File: src/rtl/sbfp_pkg.sv
// ----------------------------------------------------------------------------
// sbfp_pkg
// Shared constants and types of the seven-bit field packer.
// ----------------------------------------------------------------------------
package sbfp_pkg;

    localparam int MAX_FRAME_BYTES = 64;
    localparam int MAX_FIELD_BITS  = 32;

    localparam int VALUE_W   = 32;
    localparam int WIDTH_W   = 6;
    localparam int IN_DATA_W = 40;
    localparam int ID_W      = 6;
    localparam int SUM_W     = 21;
    localparam int ACC_W     = VALUE_W + 7;

    localparam logic [6:0] DATA_CAP  = 7'(MAX_FRAME_BYTES - 5);
    localparam logic [7:0] HDR_MARK  = 8'h80;
    localparam logic [5:0] BYTE_BITS = 6'd7;

    typedef struct packed {
        logic [VALUE_W-1:0] value_al;
        logic [WIDTH_W-1:0] width;
        logic               last;
    } t_item;

    typedef struct packed {
        logic [7:0] data;
        logic       last;
        logic       ovf;
    } t_byte;

endpackage

File: src/rtl/seven_bit_field_packer.sv
// ----------------------------------------------------------------------------
// seven_bit_field_packer
// Packs variable-width fields into framed 7-bit data bytes with checksum.
// ----------------------------------------------------------------------------
// Slave stream: one field per item, field_value and field_width in tdata,
// tlast closes the frame. Master stream: one frame byte per item, tlast on
// the trailer byte, tuser carries the overflow flag on the trailer.
// The config port writes device_id for the header byte; write while idle.
// Each item waits in the input register and is loaded by the sequencer,
// which then emits one byte per cycle while the receiver does not stall: an
// optional header, up to five data bytes, and on the last field an optional
// pad, three checksum bytes and trailer. The first byte passes through the
// input register, a sequencer load step and the output register before it
// is valid on the master side. The next item is accepted into the
// input register while the current one is still being sent.
// Reset (synchronous, active low) closes any open frame and clears
// device_id. A stalled receiver holds the output register and freezes the
// sequencer; the input side stalls once its register is full.
// ----------------------------------------------------------------------------
module seven_bit_field_packer (
    input  logic                           i_clk,
    input  logic                           i_rst_n,
    input  logic                           i_cfg_wr_en,
    input  logic [sbfp_pkg::ID_W-1:0]      i_cfg_wr_data,
    input  logic                           i_s_tvalid,
    output logic                           o_s_tready,
    // [31:0] field_value, [37:32] field_width, [39:38] zero
    input  logic [sbfp_pkg::IN_DATA_W-1:0] i_s_tdata,
    input  logic                           i_s_tlast,
    output logic                           o_m_tvalid,
    input  logic                           i_m_tready,
    // [7:0] out_byte
    output logic [7:0]                     o_m_tdata,
    output logic                           o_m_tlast,
    // [0] overflow
    output logic                           o_m_tuser
);

    logic            w_in_valid;
    sbfp_pkg::t_item w_item;
    logic            w_take;
    logic            w_adv;
    logic            w_emit;
    sbfp_pkg::t_byte w_byte;

    sbfp_in_stage u_in (
        .i_clk    (i_clk),
        .i_rst_n  (i_rst_n),
        .i_tvalid (i_s_tvalid),
        .o_tready (o_s_tready),
        .i_tdata  (i_s_tdata),
        .i_tlast  (i_s_tlast),
        .i_take   (w_take),
        .o_valid  (w_in_valid),
        .o_item   (w_item)
    );

    sbfp_core u_core (
        .i_clk         (i_clk),
        .i_rst_n       (i_rst_n),
        .i_cfg_wr_en   (i_cfg_wr_en),
        .i_cfg_wr_data (i_cfg_wr_data),
        .i_in_valid    (w_in_valid),
        .i_item        (w_item),
        .o_take        (w_take),
        .i_adv         (w_adv),
        .o_emit        (w_emit),
        .o_byte        (w_byte)
    );

    sbfp_out_stage u_out (
        .i_clk    (i_clk),
        .i_rst_n  (i_rst_n),
        .i_emit   (w_emit),
        .i_byte   (w_byte),
        .o_adv    (w_adv),
        .o_tvalid (o_m_tvalid),
        .i_tready (i_m_tready),
        .o_tdata  (o_m_tdata),
        .o_tlast  (o_m_tlast),
        .o_tuser  (o_m_tuser)
    );

endmodule

File: src/rtl/sbfp_in_stage.sv
// ----------------------------------------------------------------------------
// sbfp_in_stage
// Input register: holds one item, saturates its width and left-aligns its bits.
// ----------------------------------------------------------------------------
module sbfp_in_stage (
    input  logic                          i_clk,
    input  logic                          i_rst_n,
    input  logic                          i_tvalid,
    output logic                          o_tready,
    // [31:0] field_value, [37:32] field_width, [39:38] zero
    input  logic [sbfp_pkg::IN_DATA_W-1:0] i_tdata,
    input  logic                          i_tlast,
    input  logic                          i_take,
    output logic                          o_valid,
    output sbfp_pkg::t_item               o_item
);

    logic                           r_valid;
    sbfp_pkg::t_item                r_item;
    logic [sbfp_pkg::WIDTH_W-1:0]   w_raw;
    logic [sbfp_pkg::WIDTH_W-1:0]   w_sat;
    logic [sbfp_pkg::WIDTH_W-1:0]   w_shift;
    logic                           w_accept;

    assign w_raw   = i_tdata[sbfp_pkg::VALUE_W +: sbfp_pkg::WIDTH_W];
    assign w_sat   = (w_raw > sbfp_pkg::WIDTH_W'(sbfp_pkg::MAX_FIELD_BITS)) ?
                     sbfp_pkg::WIDTH_W'(sbfp_pkg::MAX_FIELD_BITS) : w_raw;
    assign w_shift = sbfp_pkg::WIDTH_W'(sbfp_pkg::VALUE_W) - w_sat;

    assign o_tready = !r_valid || i_take;
    assign w_accept = i_tvalid && o_tready;
    assign o_valid  = r_valid;
    assign o_item   = r_item;

    always_ff @(posedge i_clk) begin
        if (!i_rst_n) begin
            r_valid <= 1'b0;
        end else if (w_accept) begin
            r_valid <= 1'b1;
        end else if (i_take) begin
            r_valid <= 1'b0;
        end
    end

    always_ff @(posedge i_clk) begin
        if (w_accept) begin
            r_item.value_al <= i_tdata[sbfp_pkg::VALUE_W-1:0] << w_shift;
            r_item.width    <= w_sat;
            r_item.last     <= i_tlast;
        end
    end

endmodule

File: src/rtl/sbfp_core.sv
// ----------------------------------------------------------------------------
// sbfp_core
// Frame sequencer: header, 7-bit data bytes, pad, checksum and trailer.
// ----------------------------------------------------------------------------
module sbfp_core (
    input  logic                      i_clk,
    input  logic                      i_rst_n,
    input  logic                      i_cfg_wr_en,
    input  logic [sbfp_pkg::ID_W-1:0] i_cfg_wr_data,
    input  logic                      i_in_valid,
    input  sbfp_pkg::t_item           i_item,
    output logic                      o_take,
    input  logic                      i_adv,
    output logic                      o_emit,
    output sbfp_pkg::t_byte           o_byte
);

    localparam logic [2:0] PH_IDLE = 3'd0;
    localparam logic [2:0] PH_HDR  = 3'd1;
    localparam logic [2:0] PH_DATA = 3'd2;
    localparam logic [2:0] PH_PAD  = 3'd3;
    localparam logic [2:0] PH_CK2  = 3'd4;
    localparam logic [2:0] PH_CK1  = 3'd5;
    localparam logic [2:0] PH_CK0  = 3'd6;
    localparam logic [2:0] PH_TRL  = 3'd7;

    localparam int AW = sbfp_pkg::ACC_W;

    logic [2:0]                  r_phase, n_phase;
    logic [AW-1:0]               r_acc, n_acc;
    logic [5:0]                  r_cnt, n_cnt;
    logic                        r_last, n_last;
    logic [6:0]                  r_pend, n_pend;
    logic [2:0]                  r_filled, n_filled;
    logic [6:0]                  r_fb, n_fb;
    logic [sbfp_pkg::SUM_W-1:0]  r_sum, n_sum;
    logic                        r_in_frame, n_in_frame;
    logic                        r_dropped, n_dropped;
    logic [sbfp_pkg::ID_W-1:0]   r_dev_id;

    logic [AW-1:0]  acc_ld, acc_sh, dec_acc;
    logic [5:0]     cnt_ld, cnt_sh, dec_cnt;
    logic [6:0]     dec_d;
    logic           dec_last, dec_room, dec_emit;
    logic [6:0]     fin_pend;
    logic [2:0]     fin_filled;
    logic           fin_drop;
    logic [2:0]     dec_phase;

    assign acc_ld = {r_pend, sbfp_pkg::VALUE_W'(0)} |
                    ({i_item.value_al, 7'd0} >> r_filled);
    assign cnt_ld = {3'd0, r_filled} + i_item.width;
    assign acc_sh = r_acc << 7;
    assign cnt_sh = r_cnt - sbfp_pkg::BYTE_BITS;

    always_comb begin
        unique case (r_phase)
            PH_IDLE: begin
                dec_acc  = acc_ld;
                dec_cnt  = cnt_ld;
                dec_d    = r_fb - 7'd1;
                dec_last = i_item.last;
            end
            PH_HDR: begin
                dec_acc  = r_acc;
                dec_cnt  = r_cnt;
                dec_d    = 7'd0;
                dec_last = r_last;
            end
            default: begin
                dec_acc  = acc_sh;
                dec_cnt  = cnt_sh;
                dec_d    = r_fb;
                dec_last = r_last;
            end
        endcase
        dec_room   = dec_d < sbfp_pkg::DATA_CAP;
        dec_emit   = (dec_cnt >= sbfp_pkg::BYTE_BITS) && dec_room;
        fin_pend   = dec_room ? dec_acc[AW-1 -: 7] : 7'd0;
        fin_filled = dec_room ? dec_cnt[2:0] : 3'd0;
        fin_drop   = !dec_room && (dec_cnt != 6'd0);
        if (dec_emit) begin
            dec_phase = PH_DATA;
        end else if (dec_last) begin
            dec_phase = (fin_filled != 3'd0) ? PH_PAD : PH_CK2;
        end else begin
            dec_phase = PH_IDLE;
        end
    end

    always_comb begin
        n_phase    = r_phase;
        n_acc      = r_acc;
        n_cnt      = r_cnt;
        n_last     = r_last;
        n_pend     = r_pend;
        n_filled   = r_filled;
        n_fb       = r_fb;
        n_sum      = r_sum;
        n_in_frame = r_in_frame;
        n_dropped  = r_dropped;
        o_take     = 1'b0;
        o_emit     = 1'b0;
        o_byte     = '0;
        unique case (r_phase)
            PH_IDLE: begin
                if (i_in_valid) begin
                    o_take = 1'b1;
                    n_acc  = acc_ld;
                    n_cnt  = cnt_ld;
                    n_last = i_item.last;
                    if (!r_in_frame) begin
                        n_phase = PH_HDR;
                    end else begin
                        n_phase = dec_phase;
                        if (!dec_emit) begin
                            n_pend    = fin_pend;
                            n_filled  = fin_filled;
                            n_dropped = r_dropped | fin_drop;
                        end
                    end
                end
            end
            PH_HDR: begin
                if (i_adv) begin
                    o_emit      = 1'b1;
                    o_byte.data = sbfp_pkg::HDR_MARK | {2'd0, r_dev_id};
                    n_fb        = 7'd1;
                    n_in_frame  = 1'b1;
                    n_phase     = dec_phase;
                    if (!dec_emit) begin
                        n_pend    = fin_pend;
                        n_filled  = fin_filled;
                        n_dropped = r_dropped | fin_drop;
                    end
                end
            end
            PH_DATA: begin
                if (i_adv) begin
                    o_emit      = 1'b1;
                    o_byte.data = {1'b0, r_acc[AW-1 -: 7]};
                    n_sum       = r_sum + sbfp_pkg::SUM_W'(r_acc[AW-1 -: 7]);
                    n_fb        = r_fb + 7'd1;
                    n_acc       = acc_sh;
                    n_cnt       = cnt_sh;
                    n_phase     = dec_phase;
                    if (!dec_emit) begin
                        n_pend    = fin_pend;
                        n_filled  = fin_filled;
                        n_dropped = r_dropped | fin_drop;
                    end
                end
            end
            PH_PAD: begin
                if (i_adv) begin
                    o_emit      = 1'b1;
                    o_byte.data = {1'b0, r_pend};
                    n_sum       = r_sum + sbfp_pkg::SUM_W'(r_pend);
                    n_fb        = r_fb + 7'd1;
                    n_pend      = 7'd0;
                    n_filled    = 3'd0;
                    n_phase     = PH_CK2;
                end
            end
            PH_CK2: begin
                if (i_adv) begin
                    o_emit      = 1'b1;
                    o_byte.data = {1'b0, r_sum[20:14]};
                    n_fb        = r_fb + 7'd1;
                    n_phase     = PH_CK1;
                end
            end
            PH_CK1: begin
                if (i_adv) begin
                    o_emit      = 1'b1;
                    o_byte.data = {1'b0, r_sum[13:7]};
                    n_fb        = r_fb + 7'd1;
                    n_phase     = PH_CK0;
                end
            end
            PH_CK0: begin
                if (i_adv) begin
                    o_emit      = 1'b1;
                    o_byte.data = {1'b0, r_sum[6:0]};
                    n_fb        = r_fb + 7'd1;
                    n_phase     = PH_TRL;
                end
            end
            PH_TRL: begin
                if (i_adv) begin
                    o_emit      = 1'b1;
                    o_byte.data = sbfp_pkg::HDR_MARK | {1'b0, 7'(r_fb + 7'd1)};
                    o_byte.last = 1'b1;
                    o_byte.ovf  = r_dropped;
                    n_pend      = 7'd0;
                    n_filled    = 3'd0;
                    n_fb        = 7'd0;
                    n_sum       = '0;
                    n_in_frame  = 1'b0;
                    n_dropped   = 1'b0;
                    n_phase     = PH_IDLE;
                end
            end
            default: begin
                n_phase = PH_IDLE;
            end
        endcase
    end

    always_ff @(posedge i_clk) begin
        if (!i_rst_n) begin
            r_phase    <= PH_IDLE;
            r_pend     <= 7'd0;
            r_filled   <= 3'd0;
            r_fb       <= 7'd0;
            r_sum      <= '0;
            r_in_frame <= 1'b0;
            r_dropped  <= 1'b0;
            r_dev_id   <= '0;
            r_cnt      <= 6'd0;
            r_last     <= 1'b0;
        end else begin
            r_phase    <= n_phase;
            r_pend     <= n_pend;
            r_filled   <= n_filled;
            r_fb       <= n_fb;
            r_sum      <= n_sum;
            r_in_frame <= n_in_frame;
            r_dropped  <= n_dropped;
            r_cnt      <= n_cnt;
            r_last     <= n_last;
            if (i_cfg_wr_en) begin
                r_dev_id <= i_cfg_wr_data;
            end
        end
    end

    always_ff @(posedge i_clk) begin
        r_acc <= n_acc;
    end

    a_emit_needs_adv: assert property (@(posedge i_clk) disable iff (!i_rst_n)
        o_emit |-> i_adv)
        else $error("byte emitted while output stage is full");

    a_filled_range: assert property (@(posedge i_clk) disable iff (!i_rst_n)
        r_filled != 3'd7)
        else $error("pending bit count reached a full byte");

    a_closed_frame_clear: assert property (@(posedge i_clk) disable iff (!i_rst_n)
        !r_in_frame |-> (r_fb == 7'd0 && r_sum == '0 && !r_dropped))
        else $error("frame state left over outside a frame");

    a_trailer_closes: assert property (@(posedge i_clk) disable iff (!i_rst_n)
        (o_emit && o_byte.last) |=> (!r_in_frame && r_phase == PH_IDLE))
        else $error("frame still open after trailer");

    a_take_only_idle: assert property (@(posedge i_clk) disable iff (!i_rst_n)
        o_take |-> (r_phase == PH_IDLE && i_in_valid))
        else $error("item taken while sequencer busy");

endmodule

File: src/rtl/sbfp_out_stage.sv
// ----------------------------------------------------------------------------
// sbfp_out_stage
// Output register: holds one frame byte until the receiver takes it.
// ----------------------------------------------------------------------------
module sbfp_out_stage (
    input  logic            i_clk,
    input  logic            i_rst_n,
    input  logic            i_emit,
    input  sbfp_pkg::t_byte i_byte,
    output logic            o_adv,
    output logic            o_tvalid,
    input  logic            i_tready,
    // [7:0] out_byte
    output logic [7:0]      o_tdata,
    output logic            o_tlast,
    // [0] overflow
    output logic            o_tuser
);

    logic            r_valid;
    sbfp_pkg::t_byte r_byte;

    assign o_adv    = !r_valid || i_tready;
    assign o_tvalid = r_valid;
    assign o_tdata  = r_byte.data;
    assign o_tlast  = r_byte.last;
    assign o_tuser  = r_byte.ovf;

    always_ff @(posedge i_clk) begin
        if (!i_rst_n) begin
            r_valid <= 1'b0;
        end else if (o_adv) begin
            r_valid <= i_emit;
        end
    end

    always_ff @(posedge i_clk) begin
        if (o_adv && i_emit) begin
            r_byte <= i_byte;
        end
    end

endmodule

File: config.mk
export PLATFORM = sky130hd
export DESIGN_NAME = seven_bit_field_packer
export DESIGN_NICKNAME = d
export VERILOG_FILES = /design/src/rtl/sbfp_pkg.sv /design/src/rtl/seven_bit_field_packer.sv /design/src/rtl/sbfp_in_stage.sv /design/src/rtl/sbfp_core.sv /design/src/rtl/sbfp_out_stage.sv
export SDC_FILE = /design/constraint.sdc
export NUM_CORES = 1
export LEC_CHECK = 0
export ABC_AREA = 1
export BUFFER_PORTS_ARGS = -buffer_cell sky130_fd_sc_hd__buf_2
export CAP_MARGIN = 20
export CORE_MARGIN = 3
export CORE_UTILIZATION = 40
export DETAILED_ROUTE_END_ITERATION = 16
export PLACE_DENSITY = 0.63
export SYNTH_ARGS = -nofsm -noshare
export SYNTH_HDL_FRONTEND = slang
export SYNTH_SLANG_ARGS = --single-unit
File: constraint.sdc
create_clock -name i_clk -period 9.7 [get_ports i_clk]
set_clock_uncertainty 0.05 [all_clocks]
set_input_delay 1.94 -clock i_clk [delete_from_list [all_inputs] [get_ports i_clk]]
set_output_delay 1.94 -clock i_clk [all_outputs]
set_load 0.02 [all_outputs]
### After elaboration in Yosys (flattened, before gate mapping)

Cells that the tools add are included.

* bits in registers: 146
* logic and storage cells: 149
* input bits: 52
* output and inout port bits: 12

* shift-type cells: 2
* $lt $le $gt $ge: 3
* reductions and logical operators: 32
* eq/ne operators: 19
* muxes and demuxes: 65
* add/subtract/negate cells: 7
* bitwise operators: 2

Operator list (count)
* case mux 39 bit (2 select lines): 2
* two-way mux 7 bit: 13
* two-way mux 39 bit: 2
* two-way mux 21 bit: 3
* case mux 21 bit (3 select lines): 1
* case mux 8 bit (7 select lines): 1
* two-way mux 3 bit: 16
* adder 21 x 7 -> 21 bit: 2
* case mux 7 bit (3 select lines): 2
* OR 39 bit: 1
* >> shifter 39 x 3 -> 39 bit: 1
* left shift 32 x 6 -> 32 bit: 1
* case mux 6 bit (2 select lines): 2
* inequality test 2 x 1 -> 1 bit, second input constant: 11
* case mux 3 bit (7 select lines): 1
* two-way mux 6 bit: 3
* nonzero test 3 bit: 5
* case mux 7 bit (2 select lines): 1
* two-way mux 1 bit: 13
* equality test 3 bit, second input constant: 4
* two-way mux 10 bit: 1
* AND reduction 5 bit: 2
* case mux 3 bit (3 select lines): 1
* two-way mux 8 bit: 1
* other kinds (27): 40

### Depth between registers and ports, before layout

* word-level depth: 11
* gate-level depth with buffers: 19
* gate-level depth less buffers: 18

### Hierarchy

A second synthesis with hierarchy kept.

* cells, all modules: 1507
* area total of the unflattened synthesis: 10438.8 µm²

By module, submodules not included
* sbfp_core: sequential area each 2292.2 µm², cells an instance 1000, area each 6826.5 µm², times used 1
* sbfp_in_stage: sequential area each 1191.1 µm², cells an instance 490, area each 3260.6 µm², times used 1
* sbfp_out_stage: sequential area each 320.3 µm², cells an instance 17, area each 351.6 µm², times used 1

### Worst setup path after synthesis

OpenSTA, ideal clock, no wires.

* kind: input -> register
* from: input i_s_tvalid
* to: register u_in.r_item, in the netlist u_in.o_item[0] (enable)
* path slack: 5.307 ns
* data required time: 9.202 ns
* setup time: 0.448 ns
* cell stages on the path: 2
* buffers on the path: 0
* arrival time: 3.895 ns
* cell sequence: inv_1 a21oi_1

* longest elaborated chain between the ends: 1

RTL lines
* from (decl): line seven_bit_field_packer.sv:25 `input logic i_s_tvalid,`
* logical AND 1 bit: line sbfp_in_stage.sv:31 `assign w_accept = i_tvalid && o_tready;`
* via u_in.w_accept: line sbfp_in_stage.sv:23 `logic w_accept;`
* to (decl): line sbfp_in_stage.sv:19 `sbfp_pkg::t_item r_item;`

The timed path passes the listed nets, and every way through them passes these cells.
A chain may end at the register's enable or synchronous reset.

### Final worst setup path

* from: input i_s_tdata[37] (netlist bit)
* to: register u_in.r_item, in the netlist u_in.o_item[30], data pin

* longest elaborated chain between the ends: 4

RTL lines
* from (decl): line seven_bit_field_packer.sv:28 `input logic [sbfp_pkg::IN_DATA_W-1:0] i_s_tdata,`
* > comparator 6 bit: line sbfp_in_stage.sv:26 `assign w_sat = (w_raw > sbfp_pkg::WIDTH_W'(sbfp_pkg::MAX_FIELD_BITS)) ?`
* two-way mux 6 bit (*): line sbfp_in_stage.sv:26
* subtractor 6 bit (*): line sbfp_in_stage.sv:28 `assign w_shift = sbfp_pkg::WIDTH_W'(sbfp_pkg::VALUE_W) - w_sat;`
* left shift 32 x 6 -> 32 bit (*): line sbfp_in_stage.sv:47 `r_item.value_al <= i_tdata[sbfp_pkg::VALUE_W-1:0] << w_shift;`

Mark *: on every way between the ends. The rest lies on a longest branch, timed or not.

==> results by group <==
Floorplanning
  • Die span in y: 162 microns
  • Die ar.: 0.0262 sq mm
  • Die Width: 162 microns
  • Initial Utilization: 41.1%
  • I/O pins: 64
  • Num rows: 56
  • Core area: approximately 0.024 sq mm

Run status
  • Outcome: complete, no violations

Detailed routing
  • Via count: approximately 9100
  • First-pass iteration count of the detailed router: 5
  • Wire per inst: 14.3 microns
  • 1st-iter DRT viols: 800
  • Total detailed-routing wirelength: 25.2 mm
  • DRC viols: 0
  • Antenna-violating nets left: 0
  • Vias per std cell: 5.21

Yosys
  • Mapped Cells: 1397
  • Synth area leader: edfxtp_1
  • Netlist cell types: 50
  • Post-Syn Area: a little under 0.01 sq mm
  • Fraction of registers with async set/reset: 0%
  • Adder-cell area share of the yosys netlist: 2.21%
  • XOR/XNOR Fraction of Synth Area: 1.08%
  • YS warnings: 0
  • Commonest cells post-synth: 429 x nand2_1, 159 x o21ai_0, 137 x inv_1
  • Multiplexer share of the synthesized area: between 1 and 1.5%
  • Synth Flop Type: edfxtp_1
  • Largest cells by area after synthesis: edfxtp_1 27%, nand2_1 17%, dfxtp_1 12%
  • Register bit total from synthesis: roughly 150
  • Syn avg cell area: slightly below 7 sq um
  • EDFF count, synth: 88
  • Seq/Total Area, Yosys: 39.1%
  • Most frequent cell after synthesis: nand2_1
  • Synth Area in Compound Gates: between 10% and 20%
  • Top cell type's share of synthesized area: 27.2%
  • Largest family of logic cells by synthesized area: simple AND/OR/NAND/NOR gates
  • Synth Area in Simple Gates: 29.3%
  • Syn_nets: approximately 1500

Timing
  • Hold Fails Final Rpt: 0
  • Actual slew at the worst max-slew pin: 1010 ps
  • Slew Limit Fails: 0
  • Slew HR: 32.5%
  • Max Fclk: 220 MHz
  • Hold WS: 407 ps
  • Final WS setup: 5150 ps
  • Total negative slack: 0 ps
  • Final period util: between 40% and 50%
  • RSZ-0062 raised after global routing: false
  • Setup Viol. Count Final: 0
  • Min Clock Period, post-route: around 4600 ps

Setup path
  • Startpoint types: input port
  • Cell Chain, Critical Path: buf_2 > inv_1 > nand2_1 > ha_1 > nand3_1 > xnor2_1 > nand2_1 > inv_1 > o21ai_0 > o22ai_1
  • Crit-path max cell delay: 560 ps
  • Critical path peak fanout: 19
  • Worst EP required: 9900 ps
  • Family with the most delay on the worst path: simple AND/OR/NAND/NOR gates
  • Crit path arrival time: 4750 ps
  • CP Buf/Inv Count: 3
  • Setup crit end kind: register
  • Critical Path Slowest Stage Cell: nand2_1
  • Setup CP Type: in -> reg

Clock tree
  • CTS root buf: clkbuf_16
  • # resized after CTS: 0
  • TritonCTS buffer count: 17
  • Clk buf depth: 2
  • Clock H-tree levels: 4
  • Clock Latency Late Sink: between 400 and 500 ps
  • Post-CTS setup buffers: 0
  • TritonCTS clock tree: built
  • Worst-path clk slew: 60 ps
  • CTS Sinks: 146
  • Hold buffer count at CTS: 0

Placement
  • Placed Cells incl. Taps: ~1700
  • Port buffer count: 61
  • Final HPWL from detailed placement: around 19 mm
  • Area after DPL: 0.0103 sq mm
  • Setup WS pre-CTS: between 4000 and 5000 ps
  • GPL Wtd Cong: 0.882

Power and ir drop
  • Pleak: 4.63 nW
  • Pwr Density: 310 mW/mm^2
  • Max VDD drop: 140 uV
  • Power Total: between 3 and 4 mW

Global routing
  • All-Layer GR Usage: between 10% and 20%
  • Largest net degree at the start of global routing: 43
  • First-pass GRT wire length: 41.4 mm
  • Initial antenna violation count: 0
  • Vias in the first global route: 8560
  • Grt ovf: 0

Layout
  • Fin nets: 1491
  • Register area: around 0.0038 sq mm
  • P&R area growth vs syn: 11.9%
  • Multi-input gate area: ~0.0051 sq mm
  • Final instance area: 0.0109 sq mm
  • Fillers: 2466
  • Layout cells sized above 1: 10.3%
  • Final design utilization: 46.0%
  • Final cell count without fillers: between 1500 and 2000
  • N_diodes: 0

Flow run
  • Max Cap Viol: 0

Worst hold path
  • Hold Crit Class: reg -> reg
==> metal layers <==
layer	routed length [microns]	track usage, %	vias to the layer above
met5	0	0	-
met2	12200	33.2	212
met4	709	6.75	0
met3	1030	3.65	47
met1	11200	24.3	4149
li1	-	-	4734
==> cells by family after synthesis <==
group           count (synthesis)
buf+inv                       214
mux                            12
flops                         146
fa+ha+maj                      16
compound gates                311
xor+xnor                       12
simple gates                  686
==> final cells by class <==
cell class | instances | share of cell area, %
multi-input cells | 1037 | 46.9
clock inverters | 6 | 0.299
clock buffers | 26 | 5.37
inverters | 151 | 5.23
repair buffers | 70 | 3.61
flip-flops and latches | 146 | 34.9
well taps | 319 | 3.67
==> registers in the layout, summed over array words and instances (netlist names) <==
signal and flops:
u_core.r_acc 39, u_core.r_cnt 6, u_core.r_dev_id 6, u_core.r_dropped 1
u_core.r_fb 7, u_core.r_filled 3, u_core.r_in_frame 1, u_core.r_last 1
u_core.r_pend 7, u_core.r_phase 3, u_core.r_sum 21, u_in.o_item 39
u_in.o_valid 1, u_out.o_tdata 8, u_out.o_tlast 1, u_out.o_tuser 1
u_out.o_tvalid 1
==> worst paths after layout <==
path | startpoint | end | slack [ps] | cells after the start
hold / removal | u_core.r_dropped$_SDFFE_PN0P_ | u_core.r_dropped$_SDFFE_PN0P_ | 410 | 2
hold reg to reg | u_core.r_dropped$_SDFFE_PN0P_ | u_core.r_dropped$_SDFFE_PN0P_ | 410 | 2
setup reg to reg | u_core.r_phase[1]$_SDFFE_PN0P_ | u_core.r_acc[27]$_DFFE_PP_ | 5430 | 9
setup / recovery | i_s_tdata[37] | u_in.o_item[30]$_SDFFCE_PP0P_ | 5150 | 10
==> worst reg2reg max path, cell delays in order (launching register included) <==
cell and delay (ps):
dfxtp_1 450, inv_2 110, nor2_1 170, inv_2 60, nor2_4 680, clkinv_1 950, nand2_1 1080, inv_1 210
nand2_1 120, o211ai_1 100
==> report_power, final <==
part | internal, mW | leakage, nW | switching (mW)
Sequential | 0.929 | 1.33 | 0.0955
Clock | 0.415 | 0.313 | 0.258
Combinational | 0.525 | 2.98 | 1.15
Total | 1.87 | 4.63 | 1.51
==> cells in the final DEF, fill, tap and decap left out, types with 6 or more instances in the layout <==
cell and instances:
nand2_1 428, o21ai_0 159, inv_1 137, nor2_1 113
nand3_1 92, edfxtp_1 88, buf_2 61, a21oi_1 60
dfxtp_1 58, o221ai_1 26, clkbuf_16 21, or2_2 16
ha_1 14, mux2i_1 12, inv_2 11, a31oi_1 11
o211ai_1 10, nor3_1 10, o22ai_1 10, o21ai_1 8
xor2_1 8, buf_4 7, a221oi_1 6
Note: power is estimated with default switching activity, not from simulation.
